## src/rtl/tmb_pkg.sv

```systemverilog
// ----------------------------------------------------------------------------
// tmb_pkg
// Shared types, command codes and field widths of the timeout timer bank.
// ----------------------------------------------------------------------------
`default_nettype none

package tmb_pkg;

    localparam int CMD_W     = 3;
    localparam int IDX_W     = 4;
    localparam int PER_W     = 16;
    localparam int TASKS_DEF = 16;

    localparam logic [CMD_W-1:0] CMD_TICK    = 3'd0;
    localparam logic [CMD_W-1:0] CMD_SET     = 3'd1;
    localparam logic [CMD_W-1:0] CMD_CLEAR   = 3'd2;
    localparam logic [CMD_W-1:0] CMD_DISABLE = 3'd3;
    localparam logic [CMD_W-1:0] CMD_QUERY   = 3'd4;

    typedef struct packed {
        logic             active;
        logic             expired;
        logic [PER_W-1:0] counter;
        logic [PER_W-1:0] period;
    } t_entry;

    localparam int ENTRY_W = $bits(t_entry);

endpackage

`default_nettype wire

```

## src/rtl/tmb_ram.sv

```systemverilog
// ----------------------------------------------------------------------------
// tmb_ram
// Generic single-write, single-read RAM with a registered read port.
// ----------------------------------------------------------------------------
`default_nettype none

module tmb_ram #(
    parameter int WIDTH = 8,
    parameter int DEPTH = 16
) (
    input  wire logic                                    i_clk,
    input  wire logic                                    i_wr_en,
    input  wire logic [(DEPTH > 1 ? $clog2(DEPTH) : 1)-1:0] i_wr_addr,
    input  wire logic [WIDTH-1:0]                        i_wr_data,
    input  wire logic [(DEPTH > 1 ? $clog2(DEPTH) : 1)-1:0] i_rd_addr,
    output logic      [WIDTH-1:0]                        o_rd_data
);

    logic [WIDTH-1:0] r_mem [DEPTH];

    always_ff @(posedge i_clk) begin
        if (i_wr_en) begin
            r_mem[i_wr_addr] <= i_wr_data;
        end
        o_rd_data <= r_mem[i_rd_addr];
    end

endmodule

`default_nettype wire

```

## src/rtl/tmb_entry_upd.sv

```systemverilog
// ----------------------------------------------------------------------------
// tmb_entry_upd
// Read-modify-write update of one timer entry for a given command.
// ----------------------------------------------------------------------------
`default_nettype none

module tmb_entry_upd (
    input  wire logic [tmb_pkg::CMD_W-1:0] i_cmd,
    input  wire logic [tmb_pkg::PER_W-1:0] i_period,
    input  wire tmb_pkg::t_entry           i_entry,
    output tmb_pkg::t_entry                o_entry,
    output logic                           o_flag
);

    logic [tmb_pkg::PER_W-1:0] w_inc;

    // saturate the count as a safeguard
    assign w_inc = (i_entry.counter == {tmb_pkg::PER_W{1'b1}}) ?
                   i_entry.counter : i_entry.counter + 1'b1;

    always_comb begin
        o_entry = i_entry;
        case (i_cmd)
            tmb_pkg::CMD_TICK: begin
                if (i_entry.active && !i_entry.expired) begin
                    o_entry.counter = w_inc;
                    o_entry.expired = (w_inc >= i_entry.period);
                end
            end
            tmb_pkg::CMD_SET: begin
                o_entry.active  = 1'b1;
                o_entry.expired = 1'b0;
                o_entry.counter = '0;
                o_entry.period  = i_period;
            end
            tmb_pkg::CMD_CLEAR: begin
                o_entry.active  = 1'b1;
                o_entry.expired = 1'b0;
                o_entry.counter = '0;
            end
            tmb_pkg::CMD_DISABLE: begin
                o_entry = '0;
            end
            default: begin
                o_entry = i_entry;
            end
        endcase
    end

    assign o_flag = o_entry.active && o_entry.expired;

endmodule

`default_nettype wire

```

## src/rtl/timeout_timer_bank.sv

```systemverilog
// ----------------------------------------------------------------------------
// timeout_timer_bank
// Bank of one-shot timeout timers held in a RAM, one command item at a time.
// ----------------------------------------------------------------------------
// Usage:
//   Slave channel (i_s_*) carries command items: cmd, task_index, period.
//   Master channel (o_m_*) returns one result item per command: the
//   addressed entry's expired flag (zero for tick and for invalid items).
//   All entries sit in one RAM with a registered read; each command reads
//   the entry, updates it and writes it back on the following cycle.
//   Set, clear, disable and query pass through S_CMD, then S_OUT.
//   Tick: sweeps every entry, one per cycle, then passes through S_OUT.
//   A new item is accepted once the previous result is in the output
//   register, so the block takes no new item before the last is done.
//   Reset clears a valid bit per entry; an entry never written since
//   reset reads as all zeros, so no clearing pass is needed.
//   A stalled receiver holds the result; a finished item then waits in
//   the block until the output register frees, and no item is accepted.
// ----------------------------------------------------------------------------
`default_nettype none

module timeout_timer_bank #(
    parameter int TASKS = tmb_pkg::TASKS_DEF
) (
    input  wire logic        i_clk,
    input  wire logic        i_rst_n,
    input  wire logic        i_s_tvalid,
    output logic             o_s_tready,
    input  wire logic [23:0] i_s_tdata,   // [2:0] cmd, [6:3] task_index, [22:7] period
    output logic             o_m_tvalid,
    input  wire logic        i_m_tready,
    output logic [7:0]       o_m_tdata    // [0] expired
);

    localparam int AW = (TASKS > 1) ? $clog2(TASKS) : 1;
    localparam int CW = $clog2(TASKS + 1);

    localparam logic [1:0] S_IDLE = 2'd0;
    localparam logic [1:0] S_TICK = 2'd1;
    localparam logic [1:0] S_CMD  = 2'd2;
    localparam logic [1:0] S_OUT  = 2'd3;

    logic [1:0]                r_state, n_state;
    logic [tmb_pkg::CMD_W-1:0] r_cmd, n_cmd;
    logic [tmb_pkg::IDX_W-1:0] r_idx, n_idx;
    logic [tmb_pkg::PER_W-1:0] r_per, n_per;
    logic [CW-1:0]             r_cnt, n_cnt;
    logic [AW-1:0]             r_rd_addr, n_rd_addr;
    logic [TASKS-1:0]          r_valid, n_valid;
    logic                      r_res, n_res;
    logic                      r_ov, n_ov;
    logic                      r_od, n_od;

    logic                      w_accept;
    logic [tmb_pkg::CMD_W-1:0] w_in_cmd;
    logic [tmb_pkg::IDX_W-1:0] w_in_idx;
    logic                      w_we;
    logic [tmb_pkg::ENTRY_W-1:0] w_rd_raw;
    tmb_pkg::t_entry           w_cur;
    tmb_pkg::t_entry           w_upd;
    logic                      w_flag;
    logic                      w_cmd_ok;
    logic                      w_out_free;

    assign w_in_cmd   = i_s_tdata[2:0];
    assign w_in_idx   = i_s_tdata[6:3];
    assign o_s_tready = (r_state == S_IDLE);
    assign w_accept   = i_s_tvalid && o_s_tready;
    assign w_out_free = !r_ov || i_m_tready;

    // entries not written since reset read as zero
    assign w_cur = r_valid[r_rd_addr] ? tmb_pkg::t_entry'(w_rd_raw) : '0;

    assign w_cmd_ok = (r_cmd >= tmb_pkg::CMD_SET) && (r_cmd <= tmb_pkg::CMD_QUERY) &&
                      (32'(r_idx) < 32'(TASKS));

    tmb_entry_upd u_upd (
        .i_cmd    (r_cmd),
        .i_period (r_per),
        .i_entry  (w_cur),
        .o_entry  (w_upd),
        .o_flag   (w_flag)
    );

    assign w_we = (r_state == S_TICK) ||
                  ((r_state == S_CMD) && w_cmd_ok && (r_cmd != tmb_pkg::CMD_QUERY));

    tmb_ram #(
        .WIDTH (tmb_pkg::ENTRY_W),
        .DEPTH (TASKS)
    ) u_ram (
        .i_clk     (i_clk),
        .i_wr_en   (w_we),
        .i_wr_addr (r_rd_addr),
        .i_wr_data (w_upd),
        .i_rd_addr (n_rd_addr),
        .o_rd_data (w_rd_raw)
    );

    always_comb begin
        n_state   = r_state;
        n_cmd     = r_cmd;
        n_idx     = r_idx;
        n_per     = r_per;
        n_cnt     = r_cnt;
        n_rd_addr = r_rd_addr;
        n_valid   = r_valid;
        n_res     = r_res;
        n_ov      = r_ov;
        n_od      = r_od;

        if (r_ov && i_m_tready) begin
            n_ov = 1'b0;
        end
        if (w_we) begin
            n_valid[r_rd_addr] = 1'b1;
        end

        case (r_state)
            S_IDLE: begin
                if (w_accept) begin
                    n_cmd = w_in_cmd;
                    n_idx = w_in_idx;
                    n_per = i_s_tdata[22:7];
                    if (w_in_cmd == tmb_pkg::CMD_TICK) begin
                        n_rd_addr = '0;
                        n_cnt     = CW'(1);
                        n_state   = S_TICK;
                    end else begin
                        n_rd_addr = AW'(w_in_idx);
                        n_state   = S_CMD;
                    end
                end
            end
            S_TICK: begin
                // write back this entry, fetch the next if any
                if (32'(r_cnt) < 32'(TASKS)) begin
                    n_rd_addr = r_cnt[AW-1:0];
                    n_cnt     = r_cnt + 1'b1;
                end else begin
                    n_res   = 1'b0;
                    n_state = S_OUT;
                end
            end
            S_CMD: begin
                n_res   = w_cmd_ok && w_flag;
                n_state = S_OUT;
            end
            S_OUT: begin
                if (w_out_free) begin
                    n_ov    = 1'b1;
                    n_od    = r_res;
                    n_state = S_IDLE;
                end
            end
            default: begin
                n_state = S_IDLE;
            end
        endcase
    end

    always_ff @(posedge i_clk) begin
        if (!i_rst_n) begin
            r_state <= S_IDLE;
            r_valid <= '0;
            r_ov    <= 1'b0;
        end else begin
            r_state <= n_state;
            r_valid <= n_valid;
            r_ov    <= n_ov;
        end
        r_cmd     <= n_cmd;
        r_idx     <= n_idx;
        r_per     <= n_per;
        r_cnt     <= n_cnt;
        r_rd_addr <= n_rd_addr;
        r_res     <= n_res;
        r_od      <= n_od;
    end

    assign o_m_tvalid = r_ov;
    assign o_m_tdata  = {7'd0, r_od};

endmodule

`default_nettype wire

```

## config.mk

```make
export PLATFORM = sky130hd
export DESIGN_NAME = timeout_timer_bank
export DESIGN_NICKNAME = d
export VERILOG_FILES = /design/src/rtl/tmb_pkg.sv /design/src/rtl/tmb_ram.sv /design/src/rtl/tmb_entry_upd.sv /design/src/rtl/timeout_timer_bank.sv
export SDC_FILE = /design/constraint.sdc
export NUM_CORES = 1
export LEC_CHECK = 0
export BUFFER_PORTS_ARGS = -buffer_cell sky130_fd_sc_hd__buf_2
export CAP_MARGIN = 20
export CORE_UTILIZATION = 40
export DETAILED_ROUTE_END_ITERATION = 8
export SLEW_MARGIN = 20
export SYNTH_ARGS = -nofsm -noshare
export SYNTH_HDL_FRONTEND = slang
export SYNTH_HIERARCHICAL = 1
export SYNTH_SLANG_ARGS = --single-unit
```

## constraint.sdc

```tcl
create_clock -name i_clk -period 12.37 [get_ports i_clk]
set_clock_uncertainty 0.05 [all_clocks]
set_input_delay 0.6185 -clock i_clk [delete_from_list [all_inputs] [get_ports i_clk]]
set_output_delay 0.6185 -clock i_clk [all_outputs]
set_load 0.01 [all_outputs]
```

==> impl_metrics.json, run 1 <==
{
  "drt-pass1-iter-count": 7,
  "power_mw": 7.273,
  "postSynth.topFlopCell": "sky130_fd_sc_hd__edfxtp_1",
  "synth_top_cells_by_count": "sky130_fd_sc_hd__edfxtp_1, sky130_fd_sc_hd__mux4_2, sky130_fd_sc_hd__nand2_1",
  "net-switching-power_mw": 2.384,
  "fp.dieH_um": 251.6,
  "worst_r2r_path_depth": 18,
  "top_usage_layer": "met2",
  "critPathKind": "reg2reg",
  "finalCoreUtilization": 0.4600,
  "wire_length_of_the_first_global_routing_pass_um": 84950,
  "timing.final.crit_share": 0.4767,
  "die-width_um": 251.6,
  "first_global_vias": 13270,
  "routedWlPerCell_um": 24.39,
  "syn-mean-instance-area_um2": 18.64,
  "seq_area_frac_synth": 0.7328,
  "hold_buffers": 0,
  "synth-async-reset-ratio": 0,
  "ctsLongestPathBuffers": 3,
  "critical_path.startpoint": "r_rd_addr[0]$_DFF_P_",
  "setup_total_negative_slack_ns": 0,
  "post_synth_num_cell_types": 62,
  "areaGrowthSynthToFinish_pct": 13.72,
  "peakVddDrop_v": 0.0002646,
  "synth.ff_latch_count": 627,
  "io_pins": 38,
  "crit_path_end": "r_res$_SDFFCE_PP0P_",
  "grt_antenna_before_repair": 0,
  "route.detailed.vias_per_inst": 5.505,
  "yosys_warnings": 6,
  "power_density_nw_per_um2": 256.7,
  "synth_top_area_cell": "sky130_fd_sc_hd__edfxtp_1",
  "cts_sinks": 627,
  "power.leakage_nw": 9.137,
  "fin_worst_hold_slack_ns": 0.1295,
  "final-setup-viol-count": 0,
  "cp.required_ns": 12.68,
  "class_of_the_worst_hold_path": "in2reg",
  "diodes": 0,
  "largest_net_degree_at_the_start_of_global_routing": 93,
  "drtAntennaViolNets": 0,
  "hold_violations": 0,
  "clkTransAtPathRegs_ns": 0.06,
  "pwr-share-comb": 0.345,
  "r2r-end": "r_res$_SDFFCE_PP0P_",
  "worstSkewPairLatency_ns": 0.61,
  "power_report.internal_total_mw": 4.889,
  "syn_std_cell_area_um2": 24920,
  "place.detailed.hpwl_um": 29080,
  "power_switching_share": 0.3278,
  "crit_path_max_fanout": 34,
  "post_cts.resized_instances": 0,
  "port-buffer-count": 29,
  "initial_drt_markers": 1188,
  "synthesized_instance_count": 1337,
  "overflow": 0,
  "number_of_placement_rows": 91,
  "grtUsageMet2": 0.3006,
  "gpl.final_weighted_congestion": 0.8590,
  "final.setup.worst_slack_ns": 6.473,
  "globalRouteMet1Util": 0.2507,
  "share_of_layout_cells_above_drive_strength_1": 0.2432,
  "critPathLaunchType": "flip-flop",
  "synth-edff-count": 570,
  "place_ws_ns": 6.513,
  "total_cts_buffers": 66,
  "starting_density_of_the_core": 0.4045,
  "run_status": "complete, no violations",
  "critPathArrivalTime_ns": 6.20,
  "detailroute.via_count": 12670,
  "fmaxAchievable_mhz": 169.6,
  "p_seq_frac": 0.393,
  "worst_slew_margin_rel": 0.3232,
  "post-synth-top-count-cell": "sky130_fd_sc_hd__edfxtp_1",
  "layout_min_cycle_time_ns": 5.897,
  "final_max_slew_viol_count": 0,
  "clock_power_share": 0.262,
  "tritoncts": "built",
  "yosys-top-cells-area": "sky130_fd_sc_hd__edfxtp_1, sky130_fd_sc_hd__mux4_2, sky130_fd_sc_hd__dfxtp_1",
  "grt_setup_unrepaired": "no",
  "floorplan.core_area_um2": 61600,
  "dieArea_um2": 63290,
  "finalNetCount": 1461,
  "clock_tree.htree_level_count": 3,
  "use_met3": 0.03105,
  "post-synth-top-area-fraction": 0.6870,
  "route.detailed.drc": 0,
  "r2r-start": "r_rd_addr[0]$_DFF_P_",
  "cts_post_setup_buffers_inserted": 0,
  "kind_of_capture_point_of_the_worst_setup_path": "flip-flop",
  "max-cap-violations": 0,
  "clock_tree.root_cell": "sky130_fd_sc_hd__clkbuf_16",
  "worstMarginPinSlew_ns": 1.008,
  "globalRouteTotalUtil": 0.1835,
  "routed_wl_um": 56120,
  "r2r_setup_slack_ns": 6.47
}
[metrics by stage]
step           std cells  instance area (um2)
5_1_grt             2301                28340
3_3_place_gp        2180                26220
6_report            2301                28340
4_1_cts             2301                28310
2_1_floorplan       1343                24940
3_5_place_dp        2180                26220
[worst max-delay path, stage by stage (launching register included)]
cell	delay, ns
sky130_fd_sc_hd__dfxtp_1	0.89
sky130_fd_sc_hd__mux4_2	0.37
sky130_fd_sc_hd__a2bb2oi_1	0.26
sky130_fd_sc_hd__a32oi_4	0.15
sky130_fd_sc_hd__buf_4	0.32
sky130_fd_sc_hd__nor2b_1	0.45
sky130_fd_sc_hd__ha_1	0.35
sky130_fd_sc_hd__nand3_1	0.22
sky130_fd_sc_hd__or4_4	0.68
sky130_fd_sc_hd__nand3_1	0.13
sky130_fd_sc_hd__o21a_1	0.20
sky130_fd_sc_hd__ha_1	0.27
sky130_fd_sc_hd__a41oi_1	0.18
sky130_fd_sc_hd__o21ai_0	0.10
sky130_fd_sc_hd__a22oi_1	0.23
sky130_fd_sc_hd__a31oi_1	0.20
sky130_fd_sc_hd__buf_4	0.23
sky130_fd_sc_hd__and2_1	0.17
sky130_fd_sc_hd__and3_1	0.17
[routing by layer]
layer,vias to the layer above,part of all wire
li1,5539,-
met1,6679,0.44
met4,0,0.025
met3,95,0.047
met2,355,0.49
met5,-,0
[state kept, by name (all words and copies together), names as in the netlist]
name and count:
u_ram/r_mem 544, u_ram/o_rd_data 34, r_per 16, r_valid 16, r_cnt 5, r_rd_addr 4, r_cmd 3, r_state 2
o_m_tvalid 1, r_od 1, r_res 1
[cells in the final DEF (no fill, tap or decap), types with 19 or more instances in the layout]
cell type	count
sky130_fd_sc_hd__a31oi_1	19
sky130_fd_sc_hd__nand2b_1	21
sky130_fd_sc_hd__nor2b_1	64
sky130_fd_sc_hd__edfxtp_1	570
sky130_fd_sc_hd__o21ai_0	25
sky130_fd_sc_hd__buf_4	44
sky130_fd_sc_hd__buf_2	29
sky130_fd_sc_hd__inv_1	26
sky130_fd_sc_hd__dfxtp_1	57
sky130_fd_sc_hd__clkbuf_16	67
sky130_fd_sc_hd__nand2_1	79
sky130_fd_sc_hd__ha_1	22
sky130_fd_sc_hd__a22oi_1	71
sky130_fd_sc_hd__mux4_2	138
[kinds of logic (layout without fill, tap and decap cells)]
group           after synthesis  count (layout)  share of synthesized area
flops                       627             627                     0.7328
fa+ha+maj                    22              22                    0.01105
simple gates                252             252                    0.05338
mux                         146             146                     0.1280
compound gates              177             177                    0.05007
buf+inv                     101             222                    0.02074
xor+xnor                     11              11                   0.003867
other cells                   1               7                  0.0001505
[worst min-delay path by stage]
stage          slack, ns                  to                start  cells after the start
6_report            0.13  r_per[2]$_DFFE_PP_         i_s_tdata[9]                      1
3_5_place_dp        0.36      r_od$_DFFE_PP_  r_res$_SDFFCE_PP0P_                      0
3_3_place_gp        0.36      r_od$_DFFE_PP_  r_res$_SDFFCE_PP0P_                      0
4_1_cts             0.09  r_per[2]$_DFFE_PP_         i_s_tdata[9]                      1
2_1_floorplan       0.35      r_od$_DFFE_PP_  r_res$_SDFFCE_PP0P_                      0
5_1_grt              0.1  r_per[2]$_DFFE_PP_         i_s_tdata[9]                      1
[area by class of cell]
cell class | instances | area [um2]
clock inverter | 33 | 276.5
clock buffer | 88 | 1815
sequential | 627 | 18260
tap | 837 | 1047
fill | 5222 | 33260
multi-input combinational | 615 | 6337
inverter | 27 | 106.4
timing repair buffer | 74 | 495.5
[power groups by stage]
| stage | clock network, mW | logic (mW) | registers, mW |
|---|---|---|---|
| 5_1_grt | 2.03 | 2.75 | 2.88 |
| 2_1_floorplan | 0 | 1.85 | 2.86 |
| 3_3_place_gp | 0 | 2.49 | 2.90 |
| 3_5_place_dp | 0 | 2.53 | 2.90 |
| 6_report | 1.91 | 2.51 | 2.86 |
| 4_1_cts | 1.95 | 2.54 | 2.86 |
No activity file was read; power rests on OpenSTA's default activity.
==> inputs of run 2 (changes only) <==
ABC_AREA = 1   (was default)
clock period = 5.7 ns   (was 12.37 ns; I/O delays follow)
==> impl_metrics.json, run 2 <==
{
  "io_pins": 38,
  "syn_std_cell_area_um2": 27890,
  "largest_register": "u_ram/r_mem",
  "areaGrowthSynthToFinish_pct": 12.99,
  "crit_path_max_fanout": 19,
  "post-synth-top-area-fraction": 0.6138,
  "yosys_warnings": 6,
  "place.detailed.hpwl_um": 38930,
  "routed_wl_um": 70140,
  "setup_total_negative_slack_ns": 0,
  "first_global_vias": 18830,
  "port-buffer-count": 29,
  "post_cts.resized_instances": 0,
  "dpl.cell_count": 3754,
  "dieArea_um2": 70770,
  "finalCoreUtilization": 0.4578,
  "r2r_setup_slack_ns": 0.94,
  "wire_length_of_the_first_global_routing_pass_um": 107700,
  "yosys-top-cells-area": "sky130_fd_sc_hd__edfxtp_1, sky130_fd_sc_hd__nand2_1, sky130_fd_sc_hd__nand3_1",
  "hold_depth": 5,
  "timing.final.crit_share": 0.8346,
  "max-cap-violations": 0,
  "clock_tree.htree_level_count": 3,
  "hold_violations": 0,
  "class_of_the_worst_hold_path": "in2reg",
  "total_cts_buffers": 66,
  "route.detailed.drc": 0,
  "overflow": 0,
  "share_of_layout_cells_above_drive_strength_1": 0.07417,
  "grt_setup_unrepaired": "no",
  "post-synth-top-count-cell": "sky130_fd_sc_hd__nand2_1",
  "final-setup-viol-count": 0,
  "place_ws_ns": 0.9727,
  "postLayoutCellArea_um2": 31510,
  "tritoncts": "built",
  "dpl_cell_area_um2": 29170,
  "peakVddDrop_v": 0.0006099,
  "layout_min_cycle_time_ns": 4.757,
  "syn-mean-instance-area_um2": 9.726,
  "detailroute.via_count": 19090,
  "largest_net_degree_at_the_start_of_global_routing": 189,
  "final_max_slew_viol_count": 0,
  "cts_sinks": 627,
  "synthesized_instance_count": 2867,
  "worst_slew_margin_rel": 0.2460,
  "synth-edff-count": 570,
  "fp.dieH_um": 266.0,
  "synth-async-reset-ratio": 0,
  "power_density_nw_per_um2": 510.5,
  "r2r-start": "r_rd_addr[0]$_DFF_P_",
  "fmaxAchievable_mhz": 210.2,
  "critPathLaunchType": "flip-flop",
  "final.setup.worst_slack_ns": 0.9427,
  "postSynth.topFlopCell": "sky130_fd_sc_hd__edfxtp_1",
  "floorplan.core_area_um2": 68830,
  "cp.required_ns": 5.87,
  "kind_of_capture_point_of_the_worst_setup_path": "flip-flop",
  "worstSkewPairLatency_ns": 0.60,
  "globalRouteTotalUtil": 0.2011,
  "power.leakage_nw": 13.50,
  "largest_register_ffs": 544,
  "commonest_cells_after_routing_fill_and_taps_aside": "sky130_fd_sc_hd__nand2_1, sky130_fd_sc_hd__edfxtp_1, sky130_fd_sc_hd__inv_1",
  "die-width_um": 266.0,
  "layout_top_registers": "u_ram/r_mem: 544 flops, u_ram/o_rd_data: 34 flops",
  "post_synth_num_cell_types": 34,
  "clock_tree.root_cell": "sky130_fd_sc_hd__clkbuf_16",
  "critPathKind": "reg2reg",
  "commonest_non_fill_non_tap_cell_in_the_layout": "sky130_fd_sc_hd__nand2_1",
  "starting_density_of_the_core": 0.4052,
  "worst_r2r_path_depth": 27,
  "layout.filler_cells": 6298,
  "run_status": "complete, no violations",
  "r2r-end": "u_ram/r_mem[4][32]$_DFFE_PP_",
  "initial_drt_markers": 1713,
  "finalNetCount": 2963,
  "ctsLongestPathBuffers": 3,
  "synth.ff_latch_count": 627,
  "seq_area_frac_synth": 0.6547,
  "synth_top_area_cell": "sky130_fd_sc_hd__edfxtp_1",
  "synth_top_cells_by_count": "sky130_fd_sc_hd__nand2_1, sky130_fd_sc_hd__edfxtp_1, sky130_fd_sc_hd__inv_1",
  "power_mw": 16.08,
  "min_delay_worst_endpoint": "r_state[0]$_SDFFE_PN0P_",
  "grt_antenna_before_repair": 0,
  "number_of_placement_rows": 96,
  "drtAntennaViolNets": 0,
  "routedWlPerCell_um": 18.00,
  "worstMarginPinSlew_ns": 1.129,
  "holdCritStartpoint": "i_s_tvalid",
  "instances_no_fill": 3897,
  "drt-pass1-iter-count": 7,
  "route.detailed.vias_per_inst": 4.897,
  "clkTransAtPathRegs_ns": 0.06,
  "gpl.final_weighted_congestion": 0.8698,
  "critPathArrivalTime_ns": 4.93,
  "fin_worst_hold_slack_ns": 0.1822,
  "diodes": 0
}
==> run 2: changes by cell type after synthesis, moves of 22 or more <==
cell / delta
sky130_fd_sc_hd__a31oi_1: -22
sky130_fd_sc_hd__nand3_1: +412
sky130_fd_sc_hd__nand2_1: +813
sky130_fd_sc_hd__buf_2: +50
sky130_fd_sc_hd__nor2b_1: -66
sky130_fd_sc_hd__mux4_2: -138
sky130_fd_sc_hd__a21oi_1: +27
sky130_fd_sc_hd__nor2_1: +62
sky130_fd_sc_hd__a22oi_1: -71
sky130_fd_sc_hd__inv_1: +499
==> run 2: kinds of logic after synthesis <==
kind of cell	Yosys count	share of synthesized area
AO/OA/AOI/OAI	100	0.01925
XOR/XNOR	8	0.002513
adder cells (fa/ha/maj)	22	0.009871
buffers and inverters	670	0.09737
flip-flops	627	0.6547
other	1	0.0001345
AND/OR/NAND/NOR	1439	0.2161
==> run 2: power by group <==
part,switching (mW),internal [mW]
Clock,1.72,2.45
Sequential,0.172,5.63
Combinational,4.41,1.70
==> run 2: how the worst max path moves through the flow <==
stage / endpoint / cells past startpoint / slack [ns] / from
2_1_floorplan: u_ram/r_mem[0][32]$_DFFE_PP_ / 28 / 2.23 / r_rd_addr[0]$_DFF_P_
3_3_place_gp: u_ram/r_mem[6][32]$_DFFE_PP_ / 27 / 0.98 / r_rd_addr[0]$_DFF_P_
3_5_place_dp: u_ram/r_mem[4][32]$_DFFE_PP_ / 27 / 0.97 / r_rd_addr[0]$_DFF_P_
4_1_cts: u_ram/r_mem[4][32]$_DFFE_PP_ / 27 / 0.97 / r_rd_addr[0]$_DFF_P_
5_1_grt: u_ram/r_mem[4][32]$_DFFE_PP_ / 27 / 0.39 / r_rd_addr[0]$_DFF_P_
6_report: u_ram/r_mem[4][32]$_DFFE_PP_ / 27 / 0.94 / r_rd_addr[0]$_DFF_P_
==> run 2: metal layers <==
metal / track usage / up-vias / wire length (um)
met2: 0.3376 / 586 / 33680
met3: 0.02930 / 123 / 4453
met4: 0.06974 / 0 / 1760
met5: 0 / - / 0
met1: 0.2660 / 9106 / 30250
li1: - / 9270 / -
==> run 2: what timing repair did <==
item,in CTS,in global routing
hold buffers,21,0
buffers inserted,0,0
endpoints found under the setup margin,0,0
hold endpoints to repair,22,0
==> run 2: area by class of cell <==
type / instances / area [um2] / area share
Sequential cell: 627 / 18260 / 0.5795
Multi-Input combinational cell: 1576 / 7121 / 0.2260
Inverter: 537 / 2026 / 0.06429
Clock buffer: 102 / 1993 / 0.06326
Tap cell: 931 / 1165 / 0.03697
Timing Repair Buffer: 105 / 830.8 / 0.02637
Clock inverter: 19 / 113.9 / 0.003614
==> run 2: critical path, stage by stage, from the launching register on <==
cell,delay (ns)
sky130_fd_sc_hd__dfxtp_1,0.64
sky130_fd_sc_hd__inv_2,0.22
sky130_fd_sc_hd__nand2_1,0.10
sky130_fd_sc_hd__nand2_1,0.05
sky130_fd_sc_hd__nand2_1,0.05
sky130_fd_sc_hd__nand2_1,0.05
sky130_fd_sc_hd__nand2_1,0.05
sky130_fd_sc_hd__nand2_1,0.08
sky130_fd_sc_hd__nor2_4,0.48
sky130_fd_sc_hd__nor2_1,0.23
sky130_fd_sc_hd__ha_1,0.31
sky130_fd_sc_hd__nand2_1,0.13
sky130_fd_sc_hd__inv_1,0.08
sky130_fd_sc_hd__nand3_2,0.12
sky130_fd_sc_hd__nor2_4,0.07
sky130_fd_sc_hd__inv_2,0.28
sky130_fd_sc_hd__nand2_1,0.18
sky130_fd_sc_hd__ha_1,0.33
sky130_fd_sc_hd__nand2_1,0.06
sky130_fd_sc_hd__inv_1,0.05
sky130_fd_sc_hd__nand2_1,0.06
sky130_fd_sc_hd__nand2_1,0.05
sky130_fd_sc_hd__nor2_1,0.10
sky130_fd_sc_hd__nand2_1,0.05
sky130_fd_sc_hd__nand2_1,0.05
sky130_fd_sc_hd__nand2_1,0.06
sky130_fd_sc_hd__nand2_1,0.09
sky130_fd_sc_hd__nand2_1,0.30
